==> src/hdl/kfpv_pkg.sv <==
`timescale 1ns / 1ps
package kfpv_pkg;
    localparam int WORD_WIDTH = 48;
    localparam int FRAC_BITS = 16;
    localparam int VAR_WIDTH = 47;
    localparam int DT_WIDTH = 25;
    localparam int ACC_WIDTH = 32;
    localparam int CFG_WIDTH = 48;
    localparam int CFG_INDEX_WIDTH = 3;
    localparam int MUL_WIDTH = 2 * WORD_WIDTH + 2;
    localparam int GAIN_STEPS = FRAC_BITS + 1;

    localparam logic [CFG_INDEX_WIDTH-1:0] REG_TIME_STEP = 3'd0;
    localparam logic [CFG_INDEX_WIDTH-1:0] REG_ACCELERATION = 3'd1;
    localparam logic [CFG_INDEX_WIDTH-1:0] REG_INIT_POSITION = 3'd2;
    localparam logic [CFG_INDEX_WIDTH-1:0] REG_INIT_VELOCITY = 3'd3;
    localparam logic [CFG_INDEX_WIDTH-1:0] REG_INIT_POS_VAR = 3'd4;
    localparam logic [CFG_INDEX_WIDTH-1:0] REG_INIT_VEL_VAR = 3'd5;

    localparam logic signed [WORD_WIDTH-1:0] MAXW = {1'b0, {(WORD_WIDTH-1){1'b1}}};
    localparam logic signed [WORD_WIDTH-1:0] MINW = {1'b1, {(WORD_WIDTH-1){1'b0}}};
    localparam logic signed [WORD_WIDTH-1:0] ONE_Q =
        WORD_WIDTH'(64'sd1 <<< FRAC_BITS);

    typedef struct packed {
        logic signed [WORD_WIDTH-1:0] measured_position;
        logic signed [WORD_WIDTH-1:0] measured_velocity;
        logic [VAR_WIDTH-1:0]         measured_position_variance;
        logic [VAR_WIDTH-1:0]         measured_velocity_variance;
    } in_item_t;

    typedef struct packed {
        logic signed [WORD_WIDTH-1:0] estimated_position;
        logic signed [WORD_WIDTH-1:0] estimated_velocity;
        logic [VAR_WIDTH-1:0]         estimated_position_variance;
        logic [VAR_WIDTH-1:0]         estimated_velocity_variance;
    } out_item_t;

    // lane handshake between sequencer and gain lanes
    typedef struct packed {
        logic start;
        logic busy;
    } lane_ctl_t;

    function automatic logic signed [WORD_WIDTH-1:0] sat_add(
        input logic signed [WORD_WIDTH-1:0] a,
        input logic signed [WORD_WIDTH-1:0] b);
        logic signed [WORD_WIDTH:0] s;
        s = {a[WORD_WIDTH-1], a} + {b[WORD_WIDTH-1], b};
        if (s[WORD_WIDTH] != s[WORD_WIDTH-1])
            return s[WORD_WIDTH] ? MINW : MAXW;
        return s[WORD_WIDTH-1:0];
    endfunction

    // a - b formed one bit wider, so the most negative b saturates cleanly
    function automatic logic signed [WORD_WIDTH-1:0] sat_sub(
        input logic signed [WORD_WIDTH-1:0] a,
        input logic signed [WORD_WIDTH-1:0] b);
        logic signed [WORD_WIDTH:0] s;
        s = {a[WORD_WIDTH-1], a} - {b[WORD_WIDTH-1], b};
        if (s[WORD_WIDTH] != s[WORD_WIDTH-1])
            return s[WORD_WIDTH] ? MINW : MAXW;
        return s[WORD_WIDTH-1:0];
    endfunction

    function automatic logic signed [WORD_WIDTH-1:0] clamp_var(
        input logic signed [WORD_WIDTH-1:0] v);
        return v[WORD_WIDTH-1] ? '0 : v;
    endfunction

    // round(p / 2^(FRAC_BITS + half)), ties up, saturated to the word range
    function automatic logic signed [WORD_WIDTH-1:0] round_sat(
        input logic signed [MUL_WIDTH-1:0] p,
        input logic                        half);
        logic signed [MUL_WIDTH-1:0] r;
        if (half)
            r = (p + (MUL_WIDTH'(1) <<< FRAC_BITS)) >>> (FRAC_BITS + 1);
        else
            r = (p + (MUL_WIDTH'(1) <<< (FRAC_BITS - 1))) >>> FRAC_BITS;
        if (r > MUL_WIDTH'(MAXW)) return MAXW;
        if (r < MUL_WIDTH'(MINW)) return MINW;
        return r[WORD_WIDTH-1:0];
    endfunction
endpackage

==> src/hdl/kfpv_gain_lane.sv <==
`timescale 1ns / 1ps
module kfpv_gain_lane import kfpv_pkg::*; (
    input  logic                         aclk,
    input  logic                         aresetn,
    input  lane_ctl_t                    ctl_in,
    input  logic signed [WORD_WIDTH-1:0] p,
    input  logic signed [WORD_WIDTH-1:0] r,
    output logic                         busy,
    output logic signed [WORD_WIDTH-1:0] k
);
    // restoring divider, one quotient bit a cycle
    logic [WORD_WIDTH:0]   d_reg, rem_reg;
    logic [FRAC_BITS-1:0]  q_reg;
    logic [4:0]            cnt_reg;
    logic                  run_reg;
    logic [WORD_WIDTH+1:0] sh;
    logic [WORD_WIDTH:0]   d_w;

    assign d_w = {1'b0, p} + {1'b0, r};
    assign sh = {rem_reg, 1'b0};
    assign busy = run_reg;

    always_ff @(posedge aclk) begin
        if (!aresetn) begin
            run_reg <= 1'b0;
            cnt_reg <= '0;
        end else if (ctl_in.start) begin
            d_reg   <= d_w;
            rem_reg <= {1'b0, p};
            q_reg   <= '0;
            cnt_reg <= '0;
            if (d_w == '0) begin
                run_reg <= 1'b0;
                k <= '0;
            end else if ({1'b0, p} >= d_w) begin
                run_reg <= 1'b0;
                k <= ONE_Q;
            end else begin
                run_reg <= 1'b1;
            end
        end else if (run_reg) begin
            if (sh >= {1'b0, d_reg}) begin
                rem_reg <= (WORD_WIDTH+1)'(sh - {1'b0, d_reg});
                q_reg   <= {q_reg[FRAC_BITS-2:0], 1'b1};
            end else begin
                rem_reg <= sh[WORD_WIDTH:0];
                q_reg   <= {q_reg[FRAC_BITS-2:0], 1'b0};
            end
            cnt_reg <= cnt_reg + 5'd1;
            if (cnt_reg == 5'(GAIN_STEPS - 1)) begin
                run_reg <= 1'b0;
                k <= WORD_WIDTH'((({q_reg, (sh >= {1'b0, d_reg})}) + 1) >> 1);
            end
        end
    end
endmodule

==> config.mk <==
export PLATFORM = sky130hd
export DESIGN_NAME = kfpv_gain_lane
export DESIGN_NICKNAME = d
export VERILOG_FILES = /design/src/hdl/kfpv_pkg.sv /design/src/hdl/kfpv_gain_lane.sv
export SDC_FILE = /design/constraint.sdc
export NUM_CORES = 1
export LEC_CHECK = 0
export BUFFER_PORTS_ARGS = -buffer_cell sky130_fd_sc_hd__buf_2
export CAP_MARGIN = 0
export CORE_MARGIN = 5
export CORE_UTILIZATION = 50
export CTS_BUF_LIST = sky130_fd_sc_hd__clkbuf_8
export DETAILED_ROUTE_END_ITERATION = 6
export MAX_ROUTING_LAYER = met4
export PLACE_DENSITY_LB_ADDON = 0.05
export SLEW_MARGIN = 20
export SYNTH_ARGS = -nofsm -noshare
export SYNTH_HDL_FRONTEND = slang
export SYNTH_SLANG_ARGS = --single-unit
export TNS_END_PERCENT = 30
==> constraint.sdc <==
create_clock -name aclk -period 6.4 [get_ports aclk]
set_input_delay 0.32 -clock aclk [delete_from_list [all_inputs] [get_ports aclk]]
set_output_delay 0.32 -clock aclk [all_outputs]
set_load 0.02 [all_outputs]
After elaboration in Yosys (flattened, before gate mapping)
Cells that the tools add are included.
Storage, ports and cells
  memory bits (writable): 0
  flip-flop bits (word level): 168
  memories: 0
  logic and storage cells: 38
  latch bits: 0
  output and inout bits: 49
  memory bits (read-only): 0
Cells by class
  add/subtract/negate cells: 4
  order comparisons: 2
  equality and inequality tests: 2
  div/mod/pow operators: 0
  multipliers: 0
  reductions and logical operators: 7
  shift-type cells: 0
  muxes and demuxes: 15
  bitwise logic cells: 1
Operators with widths (count)
  two-way mux 48 bit: 6
  two-way mux 49 bit: 2
  greater-or-equal comparator 50 x 49 -> 1 bit: 1
  adder 48 x 48 -> 49 bit: 1
  greater-or-equal comparator 48 x 49 -> 1 bit: 1
  logical NOT 49 bit: 1
  subtractor 49 bit: 1
  adder 17 x 1 -> 18 bit, second input constant: 1
  two-way mux 16 bit: 1
  two-way mux 1 bit: 6
  adder 5 x 1 -> 5 bit, second input constant: 1
  == test 5 bit, second input constant: 1
  AND reduction 2 bit: 2
  AND reduction 4 bit: 1
  nonzero test 2 bit: 2
  inequality test 3 x 1 -> 1 bit, second input constant: 1
  OR reduction 2 bit: 1
  NOT 1 bit: 1

Logic depth before layout (Yosys ltp)
  word-level depth: 5
  mapped depth: 23

Worst setup path after synthesis
No wires, ideal clock.
  kind: in2reg
  start: input port p[23]
  end: register k[0] (enable)
  stages: 15
  arrival: 4.279 ns
  path buffers: 1
  library setup time: 0.397 ns
  path slack: 1.725 ns
  cells stage by stage: ha_1 -> clkbuf_1 -> nand4_1 -> o41ai_1 -> nand3_1 -> a21oi_1 -> xor2_1 -> inv_1 -> ha_1 -> nand4_1 -> nor3_1 -> nand3_1 -> nor4b_1 -> o21ai_0 -> a21oi_1
Between the ends
  cells in the longest elaborated chain, start to end: 4
RTL lines
  start: declaration: RTL line kfpv_gain_lane.sv:6  | input logic signed [WORD_WIDTH-1:0] p,
  adder 48 x 48 -> 49 bit (*): RTL line kfpv_gain_lane.sv:19  | assign d_w = {1'b0, p} + {1'b0, r};
  named net d_w[43]: RTL line kfpv_gain_lane.sv:17  | logic [WORD_WIDTH:0] d_w;
  greater-or-equal comparator 48 x 49 -> 1 bit / logical NOT 49 bit (equally long branches): RTL line kfpv_gain_lane.sv:35, kfpv_gain_lane.sv:32
  inequality test 3 x 1 -> 1 bit (no line) (*)
  AND reduction 4 bit (no line) (*)
  end signal: assignment: RTL line kfpv_gain_lane.sv:52  | k <= WORD_WIDTH'((({q_reg, (sh >= {1'b0, d_reg})}) + 1) >> 1);
  end: declaration: RTL line kfpv_gain_lane.sv:9  | output logic signed [WORD_WIDTH-1:0] k
Mark *: on every way through the listed nets, which the timed path passes. The rest lies on a longest branch.
A chain may end at the register's enable or synchronous reset.

Worst setup path after layout
  start: input port p[0]
  end: register k[7] (enable)
Between the ends
  cells in the longest elaborated chain, start to end: 4
RTL lines (RTL line)
  adder 48 x 48 -> 49 bit: kfpv_gain_lane.sv:19
  greater-or-equal comparator 48 x 49 -> 1 bit / logical NOT 49 bit (equally long branches): kfpv_gain_lane.sv:35, kfpv_gain_lane.sv:32
  inequality test 3 x 1 -> 1 bit (no line) (*)
  AND reduction 4 bit (no line) (*)
Mark *: on every way between the ends. The rest lies on a longest branch, timed or not.

==> results.sh <==
export IMPL_run_status="complete, but fails checks"
export IMPL_violations="DRC"
export IMPL_antenna_found_initial=0
export IMPL_p_sw_uw=1400
export IMPL_synthDistinctLibCells=95
export IMPL_synth_ff_type="edfxtp_1"
export IMPL_tns_ns=0
export IMPL_syn_cell_area_sq_um=13900
export IMPL_post_route_min_period_ns=5.11
export IMPL_synthArstFlopShare_pct=0
export IMPL_p_per_area_nw_per_um2=242
export IMPL_yosysWarnings=0
export IMPL_fin_skew_ns=0.0196
export IMPL_synth_area_leader_cell="edfxtp_1"
export IMPL_slew_headroom_pct=39.8
export IMPL_cp_max_fo=17
export IMPL_synth_area_top_cells="edfxtp_1, ha_1, a21oi_1"
export IMPL_r2r_start="d_reg[0]"
export IMPL_cellLeakagePower_uw=0.00644
export IMPL_via_per_inst=5.81
export IMPL_die_area_sq_um=31200
export IMPL_ant_nets=0
export IMPL_grt_total_usage_pct=24.9
export IMPL_cp_end_kind="flop"
export IMPL_crit_type="input pin to flop"
export IMPL_hold_viol=0
export IMPL_hp_class="input pin to flop"
export IMPL_rows=61
export IMPL_cts_setup_buffers=0
export IMPL_grt_pass1_wl_um=60400
export IMPL_vias=12138
export IMPL_switching_share_pct=38.6
export IMPL_coreArea_sq_um=27600
export IMPL_grt_overflow_total=0
export IMPL_cp_startpoint="p[0]"
export IMPL_cts_num_sinks=137
export IMPL_n_antenna_cell=0
export IMPL_dp_cells=2057
export IMPL_drc=2
export IMPL_synth_top_family_by_area="compound AO/OA/AOI/OAI gates"
export IMPL_port_buffer_count=116
export IMPL_layout_commonest_cell="a21oi_1"
export IMPL_gp_congestion=0.963
export IMPL_cp_start_kind="input pin"
export IMPL_synthMuxAreaShare_pct=2.85
export IMPL_cts_hold_fix_buffers=0
export IMPL_synth_top_area_share_pct=28.3
export IMPL_die_h_um=177
export IMPL_fin_util_pct=54.4
export IMPL_pwr_share_clk_pct=22.1
export IMPL_p_seq_share_pct=31.9
export IMPL_peakVddDrop_mv=0.126
export IMPL_grt_pass1_vias=11357
export IMPL_synthAdderAreaFrac_pct=13.6
export IMPL_maxCapViolations=0
export IMPL_clock_latency_ns=0.46
export IMPL_synth_enable_flop_cells=131
export IMPL_yosysSeqAreaShare_pct=29.2
export IMPL_drv_slew=0
export IMPL_die_x_um=177
export IMPL_cts_root_buf="clkbuf_8"
export IMPL_yosys_area_share_simple_pct=17.8
export IMPL_cts_buffer_depth=2
export IMPL_path_clk_slew_ns=0.08
export IMPL_layout_common_cells="a21oi_1, ha_1, inv_1"
export IMPL_drive_above_1_share_pct=12.6
export IMPL_synth_compound_area_share_pct=23.1
export IMPL_cts_resized=0
export IMPL_syn_avg_cell_area_sq_um=8.53
export IMPL_synth_cells=1627
export IMPL_finalSetupViolCount=0
export IMPL_dr_pass1_iters=7
export IMPL_worstHoldStart="aresetn"
export IMPL_cts_tree="yes"
export IMPL_fin_crit_sh_pct=79.8
export IMPL_grt_max_degree=67
export IMPL_num_io_pins=149
export IMPL_h_tree_depth=4
export IMPL_rsz0062_at_grt="false"
export IMPL_power_internal_uw=2230
export IMPL_start_util_pct=50.2
export IMPL_n_fill_cell=2690
export IMPL_numCtsBuffers=17
export IMPL_fmax_mhz=196
export IMPL_combPwrFrac_pct=46.0
export IMPL_synthXorXnorAreaFrac_pct=5.49
export IMPL_drt_iter0_drc=912
export IMPL_final_nets=1948
export IMPL_wl_um=38300
export IMPL_worstPathArrival_ns=5.30
export IMPL_worst_slew_pin_slew_ns=0.903
export IMPL_required_ns=6.60
export IMPL_synth_seq_cells=137
export IMPL_dp_hpwl_um=30700
export IMPL_wl_per_cell_um=18.3
export IMPL_syn2layout_area_growth_pct=8.25
export IMPL_finalNonFillerCells=2089
per-layer routing:
metal / routed length [um] / vias to the layer above / global-route usage, %
met4: 735 / 0 / 6.54
li1: - / 6070 / -
met2: 16100 / 355 / 35.7
met3: 2120 / 50 / 2.51
met5: 0 / - / -
met1: 19300 / 5663 / 37.6
cell families after synthesis:
| kind of cell | Yosys count |
|---|---|
| muxes | 36 |
| and+or+nand+nor | 477 |
| DFF | 137 |
| xor gates and xnor gates | 87 |
| buffers and inverters | 247 |
| adders and majority gates | 150 |
| AOI/OAI and AO/OA | 492 |
| other | 1 |
cells in the mapped netlist (35+ instances only):
| library cell | instances |
|---|---|
| inv_1 | 142 |
| nor2_1 | 122 |
| o21ai_0 | 69 |
| nand4_1 | 49 |
| nand2_1 | 107 |
| a21oi_1 | 174 |
| ha_1 | 148 |
| edfxtp_1 | 131 |
| xnor2_1 | 52 |
| a21o_1 | 50 |
| nor2b_1 | 39 |
| clkbuf_1 | 51 |
| xor2_1 | 35 |
path summary, 6_finish.rpt:
check / end / slack (ns) / depth (start not counted)
worst min register to register: cnt_reg[4] / 0.54 / 2
worst max-delay path: k[7] / 1.29 / 22
worst max register to register: rem_reg[33] / 2.03 / 13
worst min-delay path: busy / 0.17 / 3
stage by stage:
stage | hold WS [ns] | cell area, sq um | setup WS (ns) | power, uW
after floorplan | 0.471 | 14000 | 1.72 | 2420
after global placement | 0.499 | 14600 | 0.891 | 2810
after detailed placement | 0.536 | 14600 | 0.861 | 2820
after CTS | 0.146 | 15000 | 1.36 | 3640
after global routing | 0.179 | 15000 | 1.08 | 3900
final | 0.174 | 15000 | 1.29 | 3630
worst max-delay path, stage by stage:
cell and delay (ns):
buf_2 0.13, ha_1 0.23, inv_1 0.08, fa_1 0.24, nor2b_4 0.07, o2111a_1 0.33, o311ai_4 0.41, a21boi_2 0.18
or2_1 0.33, o311ai_2 0.48, ha_1 0.35, a21o_1 0.16, a21o_1 0.17, a21oi_1 0.14, nor2b_1 0.05, o21ai_0 0.17
nand2b_1 0.12, a211oi_1 0.22, o221ai_1 0.15, o21ai_0 0.58, a21oi_1 0.13, buf_4 0.24
power by group through the flow:
stage / clock [uW] / combinational, uW / sequential, uW
after floorplan: 0 / 1250 / 1170
after global placement: 0 / 1630 / 1180
after detailed placement: 0 / 1650 / 1180
after CTS: 820 / 1660 / 1160
after global routing: 864 / 1870 / 1170
final: 804 / 1670 / 1160
final cells by class:
cell class	count	area (sq um)	share of cell area, %
multi-input cells	1273	8860	59.0
well taps	378	473	3.15
repair buffers	125	651	4.33
clock buffers	17	234	1.56
clock inverters	15	209	1.39
flip-flops and latches	137	4050	27.0
inverters	144	541	3.60
Note: power is estimated with default switching activity, not from simulation.
